## config.mk

```make
export PLATFORM = sky130hd
export DESIGN_NAME = audio_ring_writeahead_manager_top
export DESIGN_NICKNAME = d
export VERILOG_FILES = /design/src/rtl/core/arw_pkg.sv /design/src/rtl/core/arw_div.sv /design/src/rtl/core/arw_core.sv /design/src/rtl/core/audio_ring_writeahead_manager_top.sv
export VERILOG_INCLUDE_DIRS = /design/src /design/src/rtl/core
export SDC_FILE = /design/constraint.sdc
export NUM_CORES = 2
export LEC_CHECK = 0
export ABC_AREA = 1
export ABC_CLOCK_PERIOD_IN_PS = 7700
export BUFFER_PORTS_ARGS = -buffer_cell sky130_fd_sc_hd__buf_2
export CAP_MARGIN = 20
export CORE_UTILIZATION = 55
export CTS_CLUSTER_DIAMETER = 50
export CTS_CLUSTER_SIZE = 10
export DETAILED_ROUTE_END_ITERATION = 16
export PLACE_DENSITY = 0.79
export SLEW_MARGIN = 20
export SYNTH_ARGS = -nofsm -noshare
export SYNTH_HDL_FRONTEND = slang
export SYNTH_SLANG_ARGS = --single-unit
```

## constraint.sdc

```tcl
create_clock -name clk -period 7.7 [get_ports clk]
set_input_delay 0.385 -clock clk [delete_from_list [all_inputs] [get_ports clk]]
set_output_delay 0.385 -clock clk [all_outputs]
set_load 0.05 [all_outputs]
```

## src/rtl/core/audio_ring_writeahead_manager_top_defines.svh

```systemverilog
// Assertion macros for the ring write-ahead manager.
// Taken in by the top level; expects clk and rst_n in scope.
`ifndef AUDIO_RING_WRITEAHEAD_MANAGER_TOP_DEFINES_SVH
`define AUDIO_RING_WRITEAHEAD_MANAGER_TOP_DEFINES_SVH

// same-cycle implication, checked out of reset
`define ARW_ASSERT_IMP(lbl, ante, cons, msg) \
  lbl: assert property (@(posedge clk) disable iff (!rst_n) (ante) |-> (cons)) \
    else $error(msg);

// next-cycle implication, checked out of reset
`define ARW_ASSERT_NXT(lbl, ante, cons, msg) \
  lbl: assert property (@(posedge clk) disable iff (!rst_n) (ante) |=> (cons)) \
    else $error(msg);

`endif

```

## src/rtl/core/arw_pkg.sv

```systemverilog
// Shared types and constants of the ring write-ahead manager.
// No dependencies; used by arw_core and the top level.
package arw_pkg;

  localparam int CFG_W      = 17;
  localparam int FB_W       = 6;
  localparam int FB_MAX     = 32;
  localparam int CHUNK_W    = 21;       // chunk_frames times frame bytes
  localparam int POS_W      = 48;
  localparam int CFG_VALMAX = 131071;   // largest value a size register holds

  localparam logic [CFG_W-1:0] RST_BUFFER_BYTES    = 17'd65536;
  localparam logic [CFG_W-1:0] RST_WRITEAHEAD      = 17'd16384;
  localparam logic [FB_W-1:0]  RST_FRAME_BYTES     = 6'd4;

  // configuration register indexes
  localparam logic [1:0] REG_BUFFER_BYTES    = 2'd0;
  localparam logic [1:0] REG_WRITEAHEAD      = 2'd1;
  localparam logic [1:0] REG_FRAME_BYTES     = 2'd2;

  // request kinds
  localparam logic [1:0] KIND_CHUNK = 2'd0;
  localparam logic [1:0] KIND_QUERY = 2'd1;
  localparam logic [1:0] KIND_PLAY  = 2'd2;
  localparam logic [1:0] KIND_STOP  = 2'd3;

  typedef struct packed {
    logic [1:0]  kind;
    logic [15:0] play_cursor;
    logic [15:0] safe_cursor;
    logic [14:0] chunk_frames;
  } req_t;

  typedef struct packed {
    logic              granted;
    logic [15:0]       write_offset;
    logic [16:0]       grant_bytes;
    logic              underrun;
    logic [POS_W-1:0]  position_frames;
  } res_t;

  typedef struct packed {
    logic [CFG_W-1:0] buffer_bytes;
    logic [CFG_W-1:0] writeahead_bytes;
    logic [FB_W-1:0]  frame_bytes;
  } cfg_t;

  typedef struct packed {
    logic idle;
    logic res_valid;
  } core_stat_t;

endpackage

```

## src/rtl/core/arw_div.sv

```systemverilog
// Radix-2 restoring divider, one quotient bit per cycle.
// Standalone; used by arw_core for every modulo and divide.
module arw_div #(
  parameter int NW = 16,
  parameter int DW = 17
) (
  input  logic          clk,
  input  logic          rst_n,
  input  logic          start,
  input  logic [NW-1:0] dividend,
  input  logic [DW-1:0] divisor,
  output logic          done,
  output logic [NW-1:0] quot,
  output logic [DW-1:0] rem
);

  localparam int CNTW = $clog2(NW + 1);

  logic            busy_r;
  logic            done_r;
  logic [CNTW-1:0] cnt_r;
  logic [NW-1:0]   q_r;
  logic [DW-1:0]   acc_r;
  logic [DW:0]     trial;
  logic [DW:0]     diff;
  logic            ge;

  assign trial = {acc_r, q_r[NW-1]};
  assign ge    = trial >= {1'b0, divisor};
  assign diff  = trial - {1'b0, divisor};

  always_ff @(posedge clk) begin
    if (!rst_n) begin
      busy_r <= 1'b0;
      done_r <= 1'b0;
      cnt_r  <= '0;
    end else begin
      done_r <= 1'b0;
      if (start) begin
        busy_r <= 1'b1;
        cnt_r  <= CNTW'(NW);
      end else if (busy_r) begin
        cnt_r <= cnt_r - CNTW'(1);
        if (cnt_r == CNTW'(1)) begin
          busy_r <= 1'b0;
          done_r <= 1'b1;
        end
      end
    end
  end

  // quotient bits shift in where dividend bits shift out
  always_ff @(posedge clk) begin
    if (start) begin
      acc_r <= '0;
      q_r   <= dividend;
    end else if (busy_r) begin
      acc_r <= ge ? diff[DW-1:0] : trial[DW-1:0];
      q_r   <= {q_r[NW-2:0], ge};
    end
  end

  assign done = done_r;
  assign quot = q_r;
  assign rem  = acc_r;

endmodule

```

## src/rtl/core/arw_core.sv

```systemverilog
// Sequencer and state of the ring write-ahead manager.
// Uses arw_pkg types and one arw_div for all modulo and divide steps.
module arw_core #(
  parameter int MAX_BUFFER_BYTES = 65536
) (
  input  logic                clk,
  input  logic                rst_n,
  input  logic                start,
  input  arw_pkg::req_t       req,
  input  arw_pkg::cfg_t       cfg,
  input  logic                res_take,
  output arw_pkg::core_stat_t stat,
  output arw_pkg::res_t       res
);

  localparam int CAP  = (MAX_BUFFER_BYTES > arw_pkg::CFG_VALMAX) ?
                        arw_pkg::CFG_VALMAX : MAX_BUFFER_BYTES;
  localparam int PW   = $clog2(CAP);        // ring position
  localparam int SW   = $clog2(CAP + 1);    // byte count up to buffer size
  localparam int XW   = SW + 1;
  localparam int NW   = (SW > 16) ? SW : 16;
  localparam int CW   = arw_pkg::CHUNK_W;
  localparam int QW   = arw_pkg::POS_W;
  localparam int CFGW = arw_pkg::CFG_W;
  localparam int FBW  = arw_pkg::FB_W;

  typedef enum logic [21:0] {
    S_IDLE     = 22'h000001,
    S_D_WP     = 22'h000002,
    S_D_CS     = 22'h000004,
    S_D_CE     = 22'h000008,
    S_D_CF     = 22'h000010,
    S_D_WF     = 22'h000020,
    S_D_BF     = 22'h000040,
    S_D_ROOM   = 22'h000080,
    S_C_FIRST  = 22'h000100,
    S_C_PLAYED = 22'h000200,
    S_C_FILL   = 22'h000400,
    S_C_FIRST2 = 22'h000800,
    S_C_SPAN   = 22'h001000,
    S_C_ROOM   = 22'h002000,
    S_C_GATE   = 22'h004000,
    S_C_CLIP   = 22'h008000,
    S_C_COMMIT = 22'h010000,
    S_Q_BEHIND = 22'h020000,
    S_Q_RET    = 22'h040000,
    S_Q_POS    = 22'h080000,
    S_C_CTRL   = 22'h100000,
    S_FINISH   = 22'h200000
  } state_t;

  state_t state_r, state_nxt;

  // architectural state
  logic [PW-1:0] write_pos_r;
  logic [SW-1:0] filled_r;
  logic [QW-1:0] handed_r;
  logic [QW-1:0] last_r;
  logic          running_r;

  // per-item working registers
  arw_pkg::req_t req_r;
  logic [CW-1:0] chunk_r;
  logic [PW-1:0] cs_r, ce_r, first_r, played_r, offset_r, cf_r, wf_r;
  logic [SW-1:0] room_r, tail_r, bf_r, behind_r;
  logic [QW-1:0] ret_r;
  logic          fits_r, grant_r, under_r, neg_r, div_run_r;

  // effective configuration
  logic [SW-1:0]  bs, wa;
  logic [FBW-1:0] fb;

  logic          div_state, div_start, div_done;
  logic [NW-1:0] div_dividend, div_quot;
  logic [SW-1:0] div_divisor, div_rem;
  logic          gate_ok;
  logic [XW-1:0] commit_sum;

  // (a - b) mod m for a < m, b <= m
  function automatic logic [PW-1:0] ring_sub(logic [PW-1:0] a, logic [SW-1:0] b,
                                             logic [SW-1:0] m);
    logic [XW-1:0] ax, bx, r;
    ax = XW'(a);
    bx = XW'(b);
    if (ax >= bx) r = ax - bx;
    else          r = ax + XW'(m) - bx;
    return PW'(r);
  endfunction

  // pos on the circular span lo..hi, both ends included
  function automatic logic in_span(logic [PW-1:0] lo, logic [PW-1:0] hi,
                                   logic [PW-1:0] pos);
    logic r;
    if (hi >= lo) r = (lo <= pos) && (pos <= hi);
    else          r = (pos >= lo) || (pos <= hi);
    return r;
  endfunction

  always_comb begin
    if (cfg.buffer_bytes == '0)              bs = SW'(1);
    else if (cfg.buffer_bytes > CFGW'(CAP))  bs = SW'(CAP);
    else                                     bs = SW'(cfg.buffer_bytes);
    if (cfg.writeahead_bytes > CFGW'(bs))    wa = bs;
    else                                     wa = SW'(cfg.writeahead_bytes);
    if (cfg.frame_bytes == '0)                          fb = FBW'(1);
    else if (cfg.frame_bytes > FBW'(arw_pkg::FB_MAX))   fb = FBW'(arw_pkg::FB_MAX);
    else                                                fb = cfg.frame_bytes;
  end

  // divider operand selection
  always_comb begin
    div_state    = 1'b1;
    div_dividend = '0;
    div_divisor  = bs;
    unique case (state_r)
      S_D_WP:   div_dividend = NW'(write_pos_r);
      S_D_CS:   div_dividend = NW'(req_r.play_cursor);
      S_D_CE:   div_dividend = NW'(req_r.safe_cursor);
      S_D_CF: begin
        div_dividend = NW'(cs_r);
        div_divisor  = SW'(fb);
      end
      S_D_WF: begin
        div_dividend = NW'(write_pos_r);
        div_divisor  = SW'(fb);
      end
      S_D_BF: begin
        div_dividend = NW'(bs);
        div_divisor  = SW'(fb);
      end
      S_D_ROOM: begin
        div_dividend = NW'(room_r);
        div_divisor  = SW'(fb);
      end
      default:  div_state = 1'b0;
    endcase
  end

  assign div_start = div_state && !div_run_r;

  arw_div #(.NW(NW), .DW(SW)) u_div (
    .clk      (clk),
    .rst_n    (rst_n),
    .start    (div_start),
    .dividend (div_dividend),
    .divisor  (div_divisor),
    .done     (div_done),
    .quot     (div_quot),
    .rem      (div_rem)
  );

  assign gate_ok    = fits_r && (CW'(room_r) >= chunk_r);
  assign commit_sum = XW'(write_pos_r) + XW'(room_r);

  always_comb begin
    state_nxt = state_r;
    unique case (state_r)
      S_IDLE:     if (start) state_nxt = S_D_WP;
      S_D_WP: begin
        if (div_done) begin
          unique case (req_r.kind) inside
            arw_pkg::KIND_CHUNK, arw_pkg::KIND_QUERY: state_nxt = S_D_CS;
            default:                                  state_nxt = S_C_CTRL;
          endcase
        end
      end
      S_D_CS: begin
        if (div_done) begin
          state_nxt = (req_r.kind == arw_pkg::KIND_CHUNK) ? S_D_CE : S_D_CF;
        end
      end
      S_D_CE:     if (div_done) state_nxt = S_C_FIRST;
      S_D_CF:     if (div_done) state_nxt = S_D_WF;
      S_D_WF:     if (div_done) state_nxt = S_D_BF;
      S_D_BF:     if (div_done) state_nxt = S_Q_BEHIND;
      S_D_ROOM:   if (div_done) state_nxt = S_FINISH;
      S_C_FIRST:  state_nxt = S_C_PLAYED;
      S_C_PLAYED: state_nxt = S_C_FILL;
      S_C_FILL:   state_nxt = S_C_FIRST2;
      S_C_FIRST2: state_nxt = S_C_SPAN;
      S_C_SPAN:   state_nxt = S_C_ROOM;
      S_C_ROOM:   state_nxt = S_C_GATE;
      S_C_GATE:   state_nxt = gate_ok ? S_C_CLIP : S_FINISH;
      S_C_CLIP:   state_nxt = S_C_COMMIT;
      S_C_COMMIT: state_nxt = S_D_ROOM;
      S_Q_BEHIND: state_nxt = S_Q_RET;
      S_Q_RET:    state_nxt = S_Q_POS;
      S_Q_POS:    state_nxt = S_FINISH;
      S_C_CTRL:   state_nxt = S_FINISH;
      S_FINISH:   if (res_take) state_nxt = S_IDLE;
      default:    state_nxt = S_IDLE;
    endcase
  end

  always_ff @(posedge clk) begin
    if (!rst_n) begin
      state_r     <= S_IDLE;
      div_run_r   <= 1'b0;
      write_pos_r <= '0;
      filled_r    <= '0;
      handed_r    <= '0;
      last_r      <= '0;
      running_r   <= 1'b0;
    end else begin
      state_r <= state_nxt;
      if (div_start)     div_run_r <= 1'b1;
      else if (div_done) div_run_r <= 1'b0;
      unique case (state_r)
        S_D_WP: begin
          if (div_done) begin
            write_pos_r <= PW'(div_rem);
            if (filled_r > bs) filled_r <= bs;
          end
        end
        S_C_FILL: begin
          if (XW'(played_r) >= XW'(filled_r)) filled_r <= '0;
          else                                filled_r <= filled_r - SW'(played_r);
        end
        S_C_SPAN: begin
          if (filled_r < bs && (!in_span(first_r, write_pos_r, cs_r) ||
                                !in_span(first_r, write_pos_r, ce_r))) begin
            filled_r    <= SW'(ring_sub(ce_r, SW'(cs_r), bs));
            write_pos_r <= ce_r;
          end
        end
        S_C_COMMIT: begin
          write_pos_r <= (commit_sum >= XW'(bs)) ? PW'(commit_sum - XW'(bs))
                                                 : PW'(commit_sum);
          filled_r    <= filled_r + room_r;
        end
        S_D_ROOM:   if (div_done) handed_r <= handed_r + QW'(div_quot);
        S_Q_POS:    if (!neg_r && ret_r >= last_r) last_r <= ret_r;
        S_C_CTRL: begin
          if (req_r.kind == arw_pkg::KIND_PLAY) begin
            running_r <= 1'b1;
          end else if (running_r) begin
            write_pos_r <= '0;
            filled_r    <= '0;
            handed_r    <= '0;
            last_r      <= '0;
            running_r   <= 1'b0;
          end
        end
        default: ;
      endcase
    end
  end

  // working registers, no reset
  always_ff @(posedge clk) begin
    unique case (state_r)
      S_IDLE: begin
        if (start) begin
          req_r   <= req;
          chunk_r <= CW'(req.chunk_frames) * CW'(fb);
          grant_r <= 1'b0;
          under_r <= 1'b0;
        end
      end
      S_D_CS:     if (div_done) cs_r <= PW'(div_rem);
      // a stopped device has an empty no-write zone
      S_D_CE:     if (div_done) ce_r <= running_r ? PW'(div_rem) : cs_r;
      S_D_CF:     if (div_done) cf_r <= PW'(div_quot);
      S_D_WF:     if (div_done) wf_r <= PW'(div_quot);
      S_D_BF:     if (div_done) bf_r <= SW'(div_quot);
      S_C_FIRST:  first_r  <= ring_sub(write_pos_r, filled_r, bs);
      S_C_PLAYED: played_r <= ring_sub(cs_r, SW'(first_r), bs);
      S_C_FIRST2: first_r  <= ring_sub(write_pos_r, filled_r, bs);
      S_C_SPAN: begin
        if (filled_r < bs && (!in_span(first_r, write_pos_r, cs_r) ||
                              !in_span(first_r, write_pos_r, ce_r))) begin
          under_r <= 1'b1;
        end
      end
      S_C_ROOM: begin
        fits_r <= filled_r <= wa;
        room_r <= wa - filled_r;
        tail_r <= bs - SW'(write_pos_r);
      end
      S_C_GATE: begin
        grant_r <= gate_ok;
        if (room_r > tail_r) room_r <= tail_r;
      end
      S_C_CLIP:   if (CW'(room_r) > chunk_r) room_r <= SW'(chunk_r);
      S_C_COMMIT: offset_r <= write_pos_r;
      S_Q_BEHIND: begin
        if (wf_r >= cf_r) behind_r <= SW'(wf_r - cf_r);
        else              behind_r <= SW'(XW'(wf_r) + XW'(bf_r) - XW'(cf_r));
      end
      S_Q_RET: begin
        neg_r <= handed_r < QW'(behind_r);
        ret_r <= handed_r - QW'(behind_r);
      end
      default: ;
    endcase
  end

  always_comb begin
    stat.idle      = (state_r == S_IDLE);
    stat.res_valid = (state_r == S_FINISH);
    res.granted         = grant_r;
    res.write_offset    = grant_r ? 16'(offset_r) : '0;
    res.grant_bytes     = grant_r ? 17'(room_r) : '0;
    res.underrun        = under_r;
    res.position_frames = (req_r.kind == arw_pkg::KIND_QUERY) ? last_r : '0;
  end

endmodule

```

## src/rtl/core/audio_ring_writeahead_manager_top.sv

```systemverilog
// Top level of the ring write-ahead manager: config registers, output register.
// Depends on arw_pkg, arw_core, arw_div and the assertion macro header.
//
//  port group | direction | handshake        | payload
//  in_*       | input     | in_valid/ready   | arw_pkg::req_t
//  out_*      | output    | out_valid/ready  | arw_pkg::res_t
//  cfg_*      | input     | cfg_we           | cfg_idx, cfg_wdata
//
// One item at a time; every divide and modulo goes through a radix-2 divider.
// Chunk request: four divides with a grant, three without. Position query: five
// divides. Play and stop: one divide.
// Sync reset restores register defaults and clears all counters.
// A finished result waits in the output register; the next item is taken meanwhile.
`include "audio_ring_writeahead_manager_top_defines.svh"

module audio_ring_writeahead_manager_top #(
  parameter int MAX_BUFFER_BYTES = 65536
) (
  input  logic                           clk,
  input  logic                           rst_n,
  input  logic                           in_valid,
  output logic                           in_ready,
  input  arw_pkg::req_t                  in_data,
  output logic                           out_valid,
  input  logic                           out_ready,
  output arw_pkg::res_t                  out_data,
  input  logic                           cfg_we,
  input  logic [1:0]                     cfg_idx,
  input  logic [arw_pkg::CFG_W-1:0]      cfg_wdata
);

  arw_pkg::cfg_t       cfg_r;
  arw_pkg::core_stat_t stat;
  arw_pkg::res_t       core_res;
  arw_pkg::res_t       out_data_r;
  logic                out_valid_r;
  logic                res_take;
  logic                core_start;

  always_ff @(posedge clk) begin
    if (!rst_n) begin
      cfg_r.buffer_bytes     <= arw_pkg::RST_BUFFER_BYTES;
      cfg_r.writeahead_bytes <= arw_pkg::RST_WRITEAHEAD;
      cfg_r.frame_bytes      <= arw_pkg::RST_FRAME_BYTES;
    end else if (cfg_we) begin
      unique case (cfg_idx)
        arw_pkg::REG_BUFFER_BYTES: cfg_r.buffer_bytes     <= cfg_wdata;
        arw_pkg::REG_WRITEAHEAD:   cfg_r.writeahead_bytes <= cfg_wdata;
        arw_pkg::REG_FRAME_BYTES:  cfg_r.frame_bytes      <= cfg_wdata[arw_pkg::FB_W-1:0];
        default: ;
      endcase
    end
  end

  assign in_ready   = stat.idle;
  assign core_start = in_valid && in_ready;
  assign res_take   = stat.res_valid && (!out_valid_r || out_ready);

  arw_core #(.MAX_BUFFER_BYTES(MAX_BUFFER_BYTES)) u_core (
    .clk      (clk),
    .rst_n    (rst_n),
    .start    (core_start),
    .req      (in_data),
    .cfg      (cfg_r),
    .res_take (res_take),
    .stat     (stat),
    .res      (core_res)
  );

  always_ff @(posedge clk) begin
    if (!rst_n) begin
      out_valid_r <= 1'b0;
    end else if (res_take) begin
      out_valid_r <= 1'b1;
    end else if (out_ready) begin
      out_valid_r <= 1'b0;
    end
  end

  always_ff @(posedge clk) begin
    if (res_take) out_data_r <= core_res;
  end

  assign out_valid = out_valid_r;
  assign out_data  = out_data_r;

  `ARW_ASSERT_NXT(a_busy_after_accept, in_valid && in_ready, !in_ready, "item accepted but sequencer still idle")
  `ARW_ASSERT_NXT(a_result_held, stat.res_valid && out_valid_r && !out_ready, stat.res_valid, "finished item dropped while output full")
  `ARW_ASSERT_IMP(a_no_grant_zero, out_valid && !out_data.granted, out_data.grant_bytes == '0 && out_data.write_offset == '0, "region fields set without grant")
  `ARW_ASSERT_IMP(a_position_alone, out_valid && out_data.position_frames != '0, !out_data.granted && !out_data.underrun, "position mixed with chunk fields")

endmodule
```

==> out/results.txt <==
actual slew at the worst max-slew pin = 1.13 ns
setup TNS = 0 ns
YS warnings = 0
uppermost routed layer = met5
Die Y = 298 µm
worst skew pair latency = 0.69 ns
period utilization = 81.0%
share of the synthesized area in the top cell type = 24.1%
layout cell share with drive strength beyond 1 = 6.81%
final global-route overflow total = 0
Worst setup EP type = flip-flop
routed wl met3 = 18.8 mm
root buffer cell = clkbuf_16
Residual DRC = 0
unrepaired setup endpoints after global routing = false
pin count of the biggest net entering global routing = 71
H-tree lvl count = 3
Die Span X = 298 µm
drt total wl = 180 mm
type of the worst setup path = flip-flop to flip-flop
Max Cap Viol = 0
Cell variety after synth = 74
VDD IR max = 0.000238 V
Seq cells post-synth = 605
Rows = 108
Most used DFF post-synth = edfxtp_1
initial core utilization = 55.5%
Rel. slew slack = 24.3%
routed vias = 45800
TritonCTS clock tree = built
commonest non-fill, non-tap cell in the layout = nand2_1
Syn Area/Cell = 7.66 µm²
initial antenna violation count = 9
fmax = 160 MHz
clk slew on worst S/H paths = 0.05 ns
critical path data required time = 8.21 ns
Tot Pwr = 12.5 mW
Pleak = 25.6 nW
synthesized area = 0.0482 mm²
status = completed
most frequent cells in the layout = 1387 x nand2_1, 944 x inv_1, 623 x nor2_1
core area = 0.0868 mm²
largest area contributor in the netlist = edfxtp_1
endpoints failing setup = 0
HPWL after DPL = 139 mm
critical path data arrival time = 6.75 ns
vias in the first global route = 43100
HP Class = input pin to flip-flop
Pre-Repair DR Iteration Count = 8
crit start category = flip-flop
# IOs = 158
max-slew violations = 0
PwrDens = 234 mW/mm²
Post-synth ARST share = 0%
Mapped Nets = 6971
WL met1 = 69.0 mm
post-synthesis cell count = 6286
Starting DRT DRC Count = 5402
Num CTS Buffers = 86
Synth area leaders = edfxtp_1 24%, ha_1 13%, nand2_1 11%
Post-synth EDFFs = 387
# clock sinks = 605
Bufs on Longest Clock Path = 3
gpl congestion = 1.09
Layout area overhead = 11.4%
worst-path fanout max = 20
met2 wire len = 77.6 mm
first-pass GRT wire length = 265 mm
GRT Total Usage = 40.0%
Hold Fails Final Rpt = 0
Vias/cell = 5.91
Seq/Total Area, Yosys = 33.2%
Layout Nets = 7207
clock period minus worst slack = 6.24 ns
routed length per instance = 23.3 µm
die area = 0.0888 mm²
Final ANT Viol Nets = 0
port bufs = 157
Layout Skew = 0.0318 ns
critical path, stage by stage, from the launching register on:
cell and delay, ns:
dfxtp_1 0.85, inv_1 0.54, nand2_1 0.73, clkinv_1 0.48
nand2_1 0.18, fa_1 0.46, fa_1 0.52, fa_1 0.50
inv_1 0.05, ha_1 0.36, nand2_1 0.09, o21ai_0 0.16
a21oi_1 0.09, o21ai_0 0.30, a21oi_1 0.12, o21bai_1 0.27
nand3_1 0.12, nand2_1 0.09, xor2_1 0.17
cell type report:
type,instances,area [µm²]
timing repair buffer,264,1740
clock buffer,122,2340
clock inverter,35,397
multi-input combinational,4596,28100
inverter,969,3650
sequential,605,16000
tap,1155,1450
antenna,6,15.0
fill,7653,33100
path summary, 6_finish.rpt:
check	startpoint	to	slack [ns]	depth (start not counted)
worst min register to register	u_core.last_r[19]	u_core.last_r[19]	0.48	2
worst max register to register	cfg_r[5]	u_core.chunk_r[19]	1.46	18
worst min-delay path	cfg_we	cfg_r[2]	0.02	3
worst max-delay path	cfg_r[5]	u_core.chunk_r[19]	1.46	18
synth_stat cells, types with 96 or more instances:
library cell and number:
o21ai_0 342, dfxtp_1 218, fa_1 127, inv_1 945, xor2_1 151, nor2_1 628
nand3_1 335, a21oi_1 508, nand4_1 96, edfxtp_1 387, ha_1 485, nand2_1 1388
routing by layer:
layer	vias up	global-route usage, %
li1	21400	-
met1	21300	50.6
met2	2555	61.1
met3	597	7.91
met4	6	28.6
met5	-	0
timing repair:
item	4_1_cts	5_1_grt
hold buffers	49	0
buffers inserted	0	0
gates resized for setup	0	0
hold endpoints to repair	60	0
where the power goes:
group,internal [mW],total (mW),switching [mW]
clock,2.28,3.86,1.58
sequential,3.86,4.21,0.351
combinational,1.45,4.46,3.01
total,7.59,12.5,4.94
registers in the layout (all words and copies together) (netlist names), 21 cells and up:
| name | flops |
|---|---|
| u_core.handed_r | 48 |
| u_core.last_r | 48 |
| u_core.state_r | 22 |
| u_core.chunk_r | 21 |
| out_data | 83 |
| u_core.req_r | 34 |
| cfg_r | 40 |
| u_core.ret_r | 48 |
per-stage QoR:
stage / area, µm² / setup slack (ns) / cells / hold WS [ns] / util [%]
3_3_place_gp: 50300 / 1.72 / 7536 / 0.457 / 58.0
4_1_cts: 53600 / 1.59 / 7745 / 0.00418 / 61.8
5_1_grt: 53600 / 1.10 / 7746 / 0.0588 / 61.8
2_1_floorplan: 48200 / 1.39 / 6286 / 0.400 / -
3_5_place_dp: 50400 / 1.61 / 7539 / 0.467 / 58.1
6_report: 53600 / 1.46 / 7752 / 0.0214 / 61.8
cells by family after synthesis:
| logic type | Yosys count | synth area share [%] |
|---|---|---|
| buffers and inverters | 1085 | 8.67 |
| adder cells (fa/ha/maj) | 612 | 17.9 |
| AO/OA/AOI/OAI | 1093 | 12.6 |
| XOR/XNOR | 228 | 4.15 |
| AND/OR/NAND/NOR | 2659 | 23.4 |
| flip-flops | 605 | 33.2 |
| multiplexers | 4 | 0.0857 |
Power figures use the tool's default switching activity.
